**src/rtl/bose_pkg.sv**
```systemverilog
// ----------------------------------------------------------------------------
// bose_pkg
// Shared types, request and status codes, and helpers of the bucket offset
// split encoder.
// ----------------------------------------------------------------------------
package bose_pkg;

    // Request codes.
    localparam logic [1:0] REQ_LOAD   = 2'd0;
    localparam logic [1:0] REQ_ENCODE = 2'd1;
    localparam logic [1:0] REQ_FINISH = 2'd2;

    // Status codes.
    localparam logic [1:0] ST_OK    = 2'd0;
    localparam logic [1:0] ST_BELOW = 2'd1;
    localparam logic [1:0] ST_ORDER = 2'd2;
    localparam logic [1:0] ST_RANGE = 2'd3;

    // The last bucket ends here.
    localparam logic [16:0] VALUE_LIMIT = 17'h10000;

    // Stream select codes.
    localparam logic SEL_INDEX  = 1'b0;
    localparam logic SEL_OFFSET = 1'b1;

    typedef struct packed {
        logic       stream_sel;
        logic [7:0] out_byte;
        logic       byte_valid;
        logic       run_last;
        logic [2:0] spare_index_bits;
        logic [1:0] status;
    } t_result;

    typedef struct packed {
        logic [6:0] idx_bits;
        logic [2:0] idx_count;
        logic [6:0] off_bits;
        logic [2:0] off_count;
    } t_pending;

    typedef struct packed {
        logic       idx_has;
        logic [7:0] idx_byte;
        logic [1:0] off_num;
        logic [7:0] off_byte0;
        logic [7:0] off_byte1;
        t_pending   next;
    } t_pack;

    // Smallest b with 2**b not below n.
    function automatic logic [4:0] width_for(input logic [16:0] n);
        logic [4:0] w;
        w = '0;
        for (int i = 0; i < 17; i++) begin
            if ((17'd1 << i) < n) begin
                w = 5'(i + 1);
            end
        end
        return w;
    endfunction

    function automatic t_result mk_result(input logic       sel,
                                          input logic [7:0] data,
                                          input logic       valid,
                                          input logic [2:0] spare,
                                          input logic [1:0] status);
        t_result r;
        r.stream_sel       = sel;
        r.out_byte         = data;
        r.byte_valid       = valid;
        r.run_last         = 1'b0;
        r.spare_index_bits = spare;
        r.status           = status;
        return r;
    endfunction

endpackage

```
**src/rtl/bose_packer.sv**
```systemverilog
// ----------------------------------------------------------------------------
// bose_packer
// Appends a bucket index and an offset to the two LSB-first bit streams and
// splits off the finished bytes.
// ----------------------------------------------------------------------------
module bose_packer import bose_pkg::*; (
    input  t_pending    i_pend,
    input  logic [7:0]  i_sel,
    input  logic [3:0]  i_sel_width,
    input  logic [15:0] i_offset,
    input  logic [4:0]  i_offset_width,
    output t_pack       o_pack
);

    logic [14:0] w_iacc;
    logic [3:0]  w_in;
    logic [14:0] w_irem;
    logic [22:0] w_oacc;
    logic [4:0]  w_on;
    logic [6:0]  w_orem;
    logic [1:0]  w_onum;

    assign w_iacc = 15'(i_pend.idx_bits) | (15'(i_sel) << i_pend.idx_count);
    assign w_in   = 4'(i_pend.idx_count) + i_sel_width;
    assign w_irem = w_in[3] ? (w_iacc >> 8) : w_iacc;

    assign w_oacc = 23'(i_pend.off_bits) | (23'(i_offset) << i_pend.off_count);
    assign w_on   = 5'(i_pend.off_count) + i_offset_width;

    // At most 23 bits are held, so bit 4 of the count means two bytes.
    always_comb begin
        if (w_on[4]) begin
            w_onum = 2'd2;
            w_orem = w_oacc[22:16];
        end else if (w_on[3]) begin
            w_onum = 2'd1;
            w_orem = w_oacc[14:8];
        end else begin
            w_onum = 2'd0;
            w_orem = w_oacc[6:0];
        end
    end

    assign o_pack.idx_has        = w_in[3];
    assign o_pack.idx_byte       = w_iacc[7:0];
    assign o_pack.off_num        = w_onum;
    assign o_pack.off_byte0      = w_oacc[7:0];
    assign o_pack.off_byte1      = w_oacc[15:8];
    assign o_pack.next.idx_bits  = w_irem[6:0];
    assign o_pack.next.idx_count = w_in[2:0];
    assign o_pack.next.off_bits  = w_orem;
    assign o_pack.next.off_count = w_on[2:0];

endmodule

```
**config.mk**
```make
export PLATFORM = sky130hd
export DESIGN_NAME = bose_packer
export DESIGN_NICKNAME = d
export VERILOG_FILES = /design/src/rtl/bose_pkg.sv /design/src/rtl/bose_packer.sv
export SDC_FILE = /design/constraint.sdc
export NUM_CORES = 1
export LEC_CHECK = 0
export ABC_AREA = 1
export BUFFER_PORTS_ARGS = -buffer_cell sky130_fd_sc_hd__buf_2
export CORE_MARGIN = 2
export CORE_UTILIZATION = 46
export DETAILED_ROUTE_END_ITERATION = 10
export PLACE_DENSITY_LB_ADDON = 0.12
export RECOVER_POWER = 25
export SKIP_LAST_GASP = 1
export SLEW_MARGIN = 20
export SYNTH_ARGS = -nofsm -noshare
export SYNTH_HDL_FRONTEND = slang
export SYNTH_SLANG_ARGS = --single-unit
```
**constraint.sdc**
```tcl
create_clock -name vclk -period 2.8
set_input_delay 0.56 -clock vclk [all_inputs]
set_output_delay 0.56 -clock vclk [all_outputs]
set_load 0.1 [all_outputs]
```
# After elaboration in Yosys (flattened, before gate mapping)
# Cells that the tools add are included.
dict set report word_totals {
  register_bits 0
  inputBits 53
  output_inout_bits 47
  elab_cells 11
}
dict set report op_classes {
  n_addsub 2
  n_shift 2
  mux 5
  bitwise 2
}
# cell count
set ops {}
lappend ops {{7-bit by 23-bit bitwise OR with 23-bit output} 1}
lappend ops {{16-bit by 3-bit left shift with 23-bit output} 1}
lappend ops {{7-bit 2-to-1 mux} 3}
lappend ops {{7-bit by 15-bit bitwise OR with 15-bit output} 1}
lappend ops {{8-bit by 3-bit left shift with 15-bit output} 1}
lappend ops {{3-bit by 5-bit adder with 5-bit output} 1}
lappend ops {{3-bit by 4-bit adder with 4-bit output} 1}
lappend ops {{2-bit 2-to-1 mux} 1}
lappend ops {{1-bit 2-to-1 mux} 1}

# Depth between registers and ports, before layout
# Gate-level depths: netlist (run 1).
dict set report logic_depth {
  word_depth 4
  ltp_mapped 14
  mapped_depth_nobuf 12
}

# Least setup slack after synthesis (run 1)
# No wires, ideal clock.
dict set report synth_timing {
  path_kind {in2out}
  from {input i_pend[1] (netlist name)}
  to {output o_pack[9] (netlist name)}
  arrival_time_ns 3.433
  path_slack_ns -1.193
  stages 11
  n_path_buf 2
  path_cell_list {buf_4 > inv_2 > buf_4 > fa_1 > inv_1 > nand3_1 > nand3_1 > nand2_2 > nor2_2 > nand2_1 > nand3_1}
}
# item line
set synth_rtl {}
lappend synth_rtl {{from (decl)} bose_packer.sv:7} ;# input t_pending i_pend,
lappend synth_rtl {{to (decl)} bose_packer.sv:12} ;# output t_pack o_pack

==> parameters.txt, run 1 <==
Parameter                              Value

Synthesis
  Average cell area after synthesis    about 5.0 um2
  Netlist Area Pre-Place    about 1600 um2
  Number of distinct standard cells referenced by the synthesized netlist    29
  Post-synthesis sequential area ratio    0
  Cell count after synthesis    321
  Warning count from the yosys run    0
  Syn nets    382

Global route
  Largest net degree at the start of global routing    21
  Wire length of the first global-routing pass    12,000 um
  Number of antenna violations at the first check in global routing    0
  Global routing usage summed across all routing layers    0.377
  Overflow after GRT    0
  Number of global-route vias before repair    2,777

Routing
  Routed wire length    8130 um
  Antenna-violating nets left    0
  Post-DR wirelength/cell    ~17 um
  Remaining DRCs    0
  Via/cell ratio    6.01
  Drt initial violations    517
  Number of detailed-routing iterations run before antenna repair    5
  Count of vias placed by the detailed router    2,819

Finish
  P&R area growth vs syn    93.9%
  Total number of sequential cells    0
  FILL cells    122
  Most common library cell in the layout ignoring fill and taps    nand2_1
  Storage cell area    0 um2
  Area of the multi-input gates    1690 um2
  Final standard cell utilization of the core    0.924
  Final antenna diode count    0
  Fraction of layout instances using a drive strength above 1    0.437
  Final Net Count    roughly 490
  Commonest non-fill, non-tap cells in the layout    nand2_1, nand3_1, buf_2
  Count of clock buffers in the final design    0

Die
  Initial Utilization    0.477
  IO Pins    100
  Height of the die    ~63 um
  Std-Cell Rows    21
  Die extent in x    62.8 um
  Die Outline Area    3940 um2
  Placeable core area    3340 um2

Power
  Proportion of total power due to net switching    0.686
  Int Power    455 uW
  Sequential share of power    0
  Pwr dens    between 400 and 500 nW/um2
  Worst vdd rail ir drop    0.000363 V
  Power after layout    1.45 mW
  Relative contribution of combinational cells to total power    1.000
  NetSw    991 uW
  Proportion of power drawn by the clock network    0
  Leakage power total    1.61 nW

STA
  Count of endpoints failing hold in the final timing report    0
  Total setup violations reported at the end of the flow    1
  Worst hold margin    1.52 ns
  Final-report max-slew violation count    0
  Part of the cycle the worst path needs    1.01
  Maximum clock rate    roughly 350 MHz
  Unrepaired setup endpoints after global routing    yes
  Slew at the pin closest to its max-slew limit    1.16 ns
  Worst setup margin    -0.0318 ns
  Clock period minus worst slack    2.83 ns
  Remaining max-slew budget at the tightest pin    0.229

Place
  Dpl hpwl    about 6000 um
  Weighted congestion at the end of routability-driven global placement    0.892
  Worst slack, placed    -0.0817 ns
  Number of port buffers    100

Outcome
  Failing checks    negative setup slack
  Status    finished with violations

Flow run
  Maximum capacitance violations    0

Setup path
  Critical Setup Path Class    in2out
  Crit end category    primary output
  CP Launch Type    input port
  Largest driver fanout on the critical path    5
  WP data required    about 2.2 ns
  Critical path data arrival time    2.27 ns

Hold path
  Kind of path behind the tightest hold check    in2out
==> synthesized netlist by cell type <==
cell	number	area share
clkbuf_1	1	0.0024
a31oi_1	2	0.0079
xnor2_1	2	0.011
o211ai_1	3	0.014
o21bai_1	1	0.0047
fa_1	2	0.025
ha_1	6	0.047
buf_2	4	0.013
inv_8	1	0.0071
buf_12	1	0.013
buf_6	5	0.035
a31o_2	1	0.0055
a21oi_1	3	0.0094
nor2_2	1	0.0039
nand2_1	137	0.32
inv_2	3	0.0071
clkinv_1	1	0.0024
o21ai_1	1	0.0031
nand3b_1	3	0.014
o21ai_0	11	0.035
buf_4	4	0.019
o21bai_2	4	0.028
inv_1	28	0.066
nand3_1	73	0.23
o211ai_2	1	0.0079
nor2_1	16	0.038
nand2_2	4	0.016
nand3_2	1	0.0063
o21ai_2	1	0.0055
==> worst paths after layout <==
check	start	endpoint	cells after the start
worst max-delay path	i_pend[0]	o_pack[8]	13
worst min-delay path	i_pend[3]	o_pack[28]	4
==> cells by family after synthesis <==
kind of cell	Yosys count	synth area share
fa+ha+maj	8	0.0724
compound gates	28	0.121
simple gates	235	0.631
xor+xnor	2	0.0110
buf+inv	48	0.164
==> what timing repair did <==
action / 4_1_cts / 5_1_grt
pin swaps: 6 / 12
hold buffers: 0 / 0
buffers inserted: 0 / 1
gates cloned: 1 / 0
setup endpoints to repair: 7 / 6
gates resized for setup: 8 / 15
==> worst max-delay path, stage by stage <==
cell and delay [ns]:
buf_6 0.09, ha_4 0.13, inv_2 0.04, fa_2 0.39, inv_2 0.07, nand3_2 0.09, nand3_2 0.10, nand2_4 0.09
buf_12 0.15, o21ai_0 0.10, nand2_1 0.16, nor2_4 0.13, buf_12 0.18
==> area by class of cell <==
class / instances / share of cell area
multi-input combinational: 273 / 0.548
inverter: 33 / 0.0479
timing repair buffer: 117 / 0.386
tap: 46 / 0.0187
==> per-layer routing <==
metal | track usage | vias to the layer above | wire [um]
met5 | 0 | - | 0
met2 | 0.745 | 224 | 4250
li1 | - | 1250 | -
met3 | 0.0360 | 75 | 548
met1 | 0.349 | 1270 | 2510
met4 | 0.292 | 0 | 816
==> stage by stage <==
| stage | TNS (ns) | instances | cell area (um2) |
|---|---|---|---|
| 2_1_floorplan | -1.18 | 321 | 1930 |
| 3_3_place_gp | 0 | 467 | 2980 |
| 3_5_place_dp | -0.305 | 467 | 2980 |
| 4_1_cts | 0 | 468 | 3040 |
| 5_1_grt | -0.145 | 469 | 3080 |
| 6_report | -0.0318 | 469 | 3080 |
==> power by group through the flow <==
stage	combinational, mW	sequential (mW)	clock (mW)
3_3_place_gp	1.37	0	0
6_report	1.45	0	0
5_1_grt	1.49	0	0
4_1_cts	1.42	0	0
2_1_floorplan	0.955	0	0
3_5_place_dp	1.40	0	0
Power figures use the tool's default switching activity.
==> run 2, diff against run 1 <==
--- a/config.mk
+++ b/config.mk
@@ -9,3 +9,2 @@
 export BUFFER_PORTS_ARGS = -buffer_cell sky130_fd_sc_hd__buf_2
-export CORE_MARGIN = 2
 export CORE_UTILIZATION = 46
==> constraint.sdc (replaced) <==
create_clock -name vclk -period 2.8
set_input_delay 0.42 -clock vclk [all_inputs]
set_output_delay 0.42 -clock vclk [all_outputs]
set_load 0.1 [all_outputs]
==> parameters.txt, run 2 (synthesis results as in run 1) <==
Parameter                              Value

STA
  Slew at the pin closest to its max-slew limit    1.17 ns (+0.00804 ns)
  Remaining max-slew budget at the tightest pin    0.223 (-0.00534)
  Total setup violations reported at the end of the flow    0 (-1)
  Setup total negative slack    0 ns (+0.0318 ns)
  Clock period minus worst slack    2.58 ns (-0.256 ns)
  Count of endpoints failing hold in the final timing report    0 (unchanged)
  Maximum clock rate    388 MHz (+9.9%)
  Part of the cycle the worst path needs    0.920 (-0.0914)
  Final-report max-slew violation count    0 (unchanged)
  Unrepaired setup endpoints after global routing    no

Place
  Cell area after placement    2370 um2 (-20%)
  Weighted congestion at the end of routability-driven global placement    0.997 (+12%)
  Number of port buffers    100 (unchanged)
  Dpl hpwl    4760 um (-22%)
  DP Cell Count    456 (-2.4%)

Routing
  Post-DR wirelength/cell    12.2 um (-29%)
  Routed wire length    5580 um (-31%)
  Antenna-violating nets left    0 (unchanged)
  Count of vias placed by the detailed router    2,423 (-14%)
  Via/cell ratio    5.31 (-12%)
  Remaining DRCs    0 (unchanged)
  Number of detailed-routing iterations run before antenna repair    4 (-1)
  Drt initial violations    164 (-68%)

Setup path
  Critical path data arrival time    2.16 ns (-0.11 ns)
  Critical Setup Path Class    in2out
  Crit end category    primary output
  CP Launch Type    input port
  WP data required    2.38 ns (+0.14 ns)
  Largest driver fanout on the critical path    11 (+6)

Flow run
  Maximum capacitance violations    0 (unchanged)

Global route
  Wire length of the first global-routing pass    8920 um (-26%)
  Global routing usage summed across all routing layers    0.308 (-0.0689)
  Number of global-route vias before repair    2,130 (-23%)
  Largest net degree at the start of global routing    23 (+9.5%)
  Number of antenna violations at the first check in global routing    0 (unchanged)
  Overflow after GRT    0 (unchanged)

Die
  Std-Cell Rows    20 (-4.8%)
  Die Outline Area    3700 um2 (-6.3%)
  Initial Utilization    0.504 (+0.0278)
  IO Pins    100 (unchanged)
  Placeable core area    3150 um2 (-5.5%)
  Die extent in x    60.8 um (-3.2%)
  Height of the die    60.8 um (-3.2%)

Finish
  Final antenna diode count    0 (unchanged)
  Count of clock buffers in the final design    0 (unchanged)
  P&R area growth vs syn    48.9%
  Total number of sequential cells    0 (unchanged)
  Fraction of layout instances using a drive strength above 1    0.318 (-0.119)
  Final standard cell utilization of the core    0.751 (-0.173)
  Number of standard cells in the final layout excluding fillers    456 (-2.8%)
  Storage cell area    0 um2 (unchanged)
  Final std cell area, no fill    2370 um2 (-23%)
  Commonest non-fill, non-tap cells in the layout    nand2_1, buf_2, nand3_1
  Most common library cell in the layout ignoring fill and taps    nand2_1
  Final Net Count    475 (-2.3%)

Power
  Pwr dens    494 nW/um2 (+5.4%)
  Worst vdd rail ir drop    0.000359 V (-1.2%)
  Power after layout    1.17 mW (-19%)
  Leakage power total    1.36 nW (-16%)

Outcome
  Status    finished clean

Clock tree
  Post-CTS Setup Bufs    0 (unchanged)
  Hold-fix buffer count after cts    0 (unchanged)
  Post-cts resize count    0 (-8)

Hold path
  Kind of path behind the tightest hold check    in2out
[run 2: final timing paths]
kind,startpoint,end,cells past startpoint
setup / recovery,i_pend[0],o_pack[7],14
hold / removal,i_pend[18],o_pack[18],5
[run 2: per-layer routing]
layer,vias to the layer above,GRT usage,routed length [um],share of wire
met3,11,0.0299,409,0.073
met5,-,0,0,0
met4,0,0.0682,110,0.020
li1,1226,-,-,-
met1,1079,0.385,2340,0.42
met2,107,0.568,2720,0.49
[run 2: power breakdown]
part / internal [mW] / switching [mW] / total [mW]
Combinational: 0.292 / 0.879 / 1.17
Clock: 0 / 0 / 0
Sequential: 0 / 0 / 0
Total: 0.292 / 0.879 / 1.17
[run 2: area by class of cell]
cell class,count,area (um2)
well taps,44,55.1
fillers,279,785
repair buffers,106,763
inverters,33,135
multi-input cells,273,1420
[run 2: per-stage QoR]
stage / setup WS (ns) / hold slack [ns]
after global placement: 0.212 / 1.31
after CTS: 0.141 / 1.33
after global routing: 0.0544 / 1.35
after floorplan: -0.452 / 1.12
final: 0.224 / 1.33
after detailed placement: 0.146 / 1.33
[run 2: worst max-delay path, stage by stage]
cell and delay [ns]:
buf_2 0.09, ha_1 0.17, inv_1 0.07, fa_2 0.39, inv_1 0.06, nand3_1 0.08, nand2_1 0.07, nand2_1 0.08
nand2_4 0.18, inv_2 0.07, nand2_2 0.09, nor2_1 0.07, nor2_4 0.13, buf_12 0.18
==> run 3, diff against run 2 <==
==> constraint.sdc (replaced) <==
create_clock -name vclk -period 2.8
set_input_delay 0.42 -clock vclk [all_inputs]
set_output_delay 0.42 -clock vclk [all_outputs]
set_load 0.01 [all_outputs]
==> parameters.txt, run 3 (synthesis results as in run 1) <==
Parameter                              Value

Clock tree
  Post-CTS Setup Bufs    0 (unchanged)
  Hold-fix buffer count after cts    0 (unchanged)
  Post-cts resize count    0 (unchanged)

Die
  Height of the die    60.8 um (unchanged)
  Die Outline Area    3700 um2 (unchanged)
  Initial Utilization    0.504 (unchanged)
  IO Pins    100 (unchanged)
  Die extent in x    60.8 um (unchanged)
  Placeable core area    3150 um2 (unchanged)
  Std-Cell Rows    20 (unchanged)

Finish
  Count of clock buffers in the final design    0 (unchanged)
  Final Net Count    473 (-0.42%)
  Most common library cell in the layout ignoring fill and taps    nand2_1
  Commonest non-fill, non-tap cells in the layout    nand2_1, buf_2, nand3_1
  FILL cells    347 (+24%)
  Number of standard cells in the final layout excluding fillers    454 (-0.44%)
  Total number of sequential cells    0 (unchanged)
  Storage cell area    0 um2 (unchanged)
  Final antenna diode count    0 (unchanged)
  Fraction of layout instances using a drive strength above 1    0.268 (-0.0497)
  Final standard cell utilization of the core    0.644 (-0.108)
  Area of the multi-input gates    1330 um2 (-6.1%)
  P&R area growth vs syn    27.6%

Setup path
  Largest driver fanout on the critical path    19 (+8)
  Max stage delay cell, worst path    clkbuf_1
  CP Launch Type    input port
  WP data required    2.38 ns (about the same)
  Number of buffer and inverter stages on the critical path    3 (-2)
  Critical Setup Path Class    in2out
  Cell type group with the largest total delay on the critical path    buffers and inverters
  Critical path data arrival time    2.12 ns (-0.04 ns)
  Crit end category    primary output
  List of cells traversed by the critical path    buf_2, clkbuf_1, nand2_1, nand3_1, nand3_1, o21ai_1, nand2_1, nand3_1, buf_2
  Largest stage delay, worst path    0.73 ns (+0.34 ns)
  Critical Path Most Common Cell    nand3_1

Global route
  Largest net degree at the start of global routing    23 (unchanged)
  Number of global-route vias before repair    1,915 (-10%)
  Overflow after GRT    0 (unchanged)
  Number of antenna violations at the first check in global routing    0 (unchanged)
  Wire length of the first global-routing pass    7470 um (-16%)
  Global routing usage summed across all routing layers    0.253 (-0.0553)

STA
  Worst hold margin    1.12 ns (-0.209 ns)
  Part of the cycle the worst path needs    0.908 (-0.0116)
  Count of endpoints failing hold in the final timing report    0 (unchanged)
  Worst setup margin    0.257 ns (+0.0325 ns)
  Clock period minus worst slack    2.54 ns (-0.0325 ns)
  Total setup violations reported at the end of the flow    0 (unchanged)
  Maximum clock rate    393 MHz (+1.3%)
  Setup total negative slack    0 ns (unchanged)
  Unrepaired setup endpoints after global routing    no
  Remaining max-slew budget at the tightest pin    0.337 (+0.114)
  Slew at the pin closest to its max-slew limit    0.994 ns (-0.176 ns)
  Final-report max-slew violation count    0 (unchanged)

Power
  Pwr dens    216 nW/um2 (-56%)
  Worst vdd rail ir drop    0.000110 V (-69%)
  Leakage power total    1.24 nW (-8.6%)

Place
  Number of port buffers    100 (unchanged)
  DP Cell Count    454 (-0.44%)
  Dpl hpwl    3990 um (-16%)
  Worst slack, placed    0.276 ns (+0.130 ns)
  Weighted congestion at the end of routability-driven global placement    0.854 (-14%)

Outcome
  Status    finished clean

Routing
  Number of detailed-routing iterations run before antenna repair    4 (unchanged)
  Antenna-violating nets left    0 (unchanged)
  Drt initial violations    238 (+45%)
  Post-DR wirelength/cell    10.7 um (-13%)
  Count of vias placed by the detailed router    2,360 (-2.6%)
  Remaining DRCs    0 (unchanged)
  Routed wire length    4840 um (-13%)
  Via/cell ratio    5.20 (-2.2%)

Flow run
  Maximum capacitance violations    0 (unchanged)

Hold path
  Kind of path behind the tightest hold check    in2out
run 3: power breakdown:
part	internal [mW]	leakage [nW]	total, mW	switching, mW
sequential	0	0	0	0
combinational	0.170	1.24	0.438	0.268
clock	0	0	0	0
run 3: per-stage QoR:
stage          cell area, um2  power (mW)
3_3_place_gp             2050       0.437
3_5_place_dp             2050       0.440
4_1_cts                  2050       0.442
5_1_grt                  2030       0.491
2_1_floorplan            1590       0.292
6_report                 2030       0.438
run 3: worst paths after layout:
check / start / to / slack [ns] / cells after the start
max: i_pend[0] / o_pack[9] / 0.26 / 9
min: i_pend[3] / o_pack[28] / 1.12 / 4
run 3: area by class of cell:
cell class                 count  area share
inverter                      33      0.0647
multi-input combinational    273       0.655
tap                           44      0.0271
timing repair buffer         104       0.253
run 3: routing by layer:
| layer | vias up | wire length [um] | global-route usage |
|---|---|---|---|
| met3 | 6 | 314 | 0.0128 |
| li1 | 1221 | - | - |
| met2 | 110 | 2480 | 0.493 |
| met1 | 1023 | 1970 | 0.302 |
| met4 | 0 | 76 | 0.0552 |
| met5 | - | 0 | 0 |
run 3: tightest hold or removal path, stage by stage:
cell	delay (ns)
buf_2	0.08
a31oi_1	0.04
inv_1	0.04
buf_2	0.12
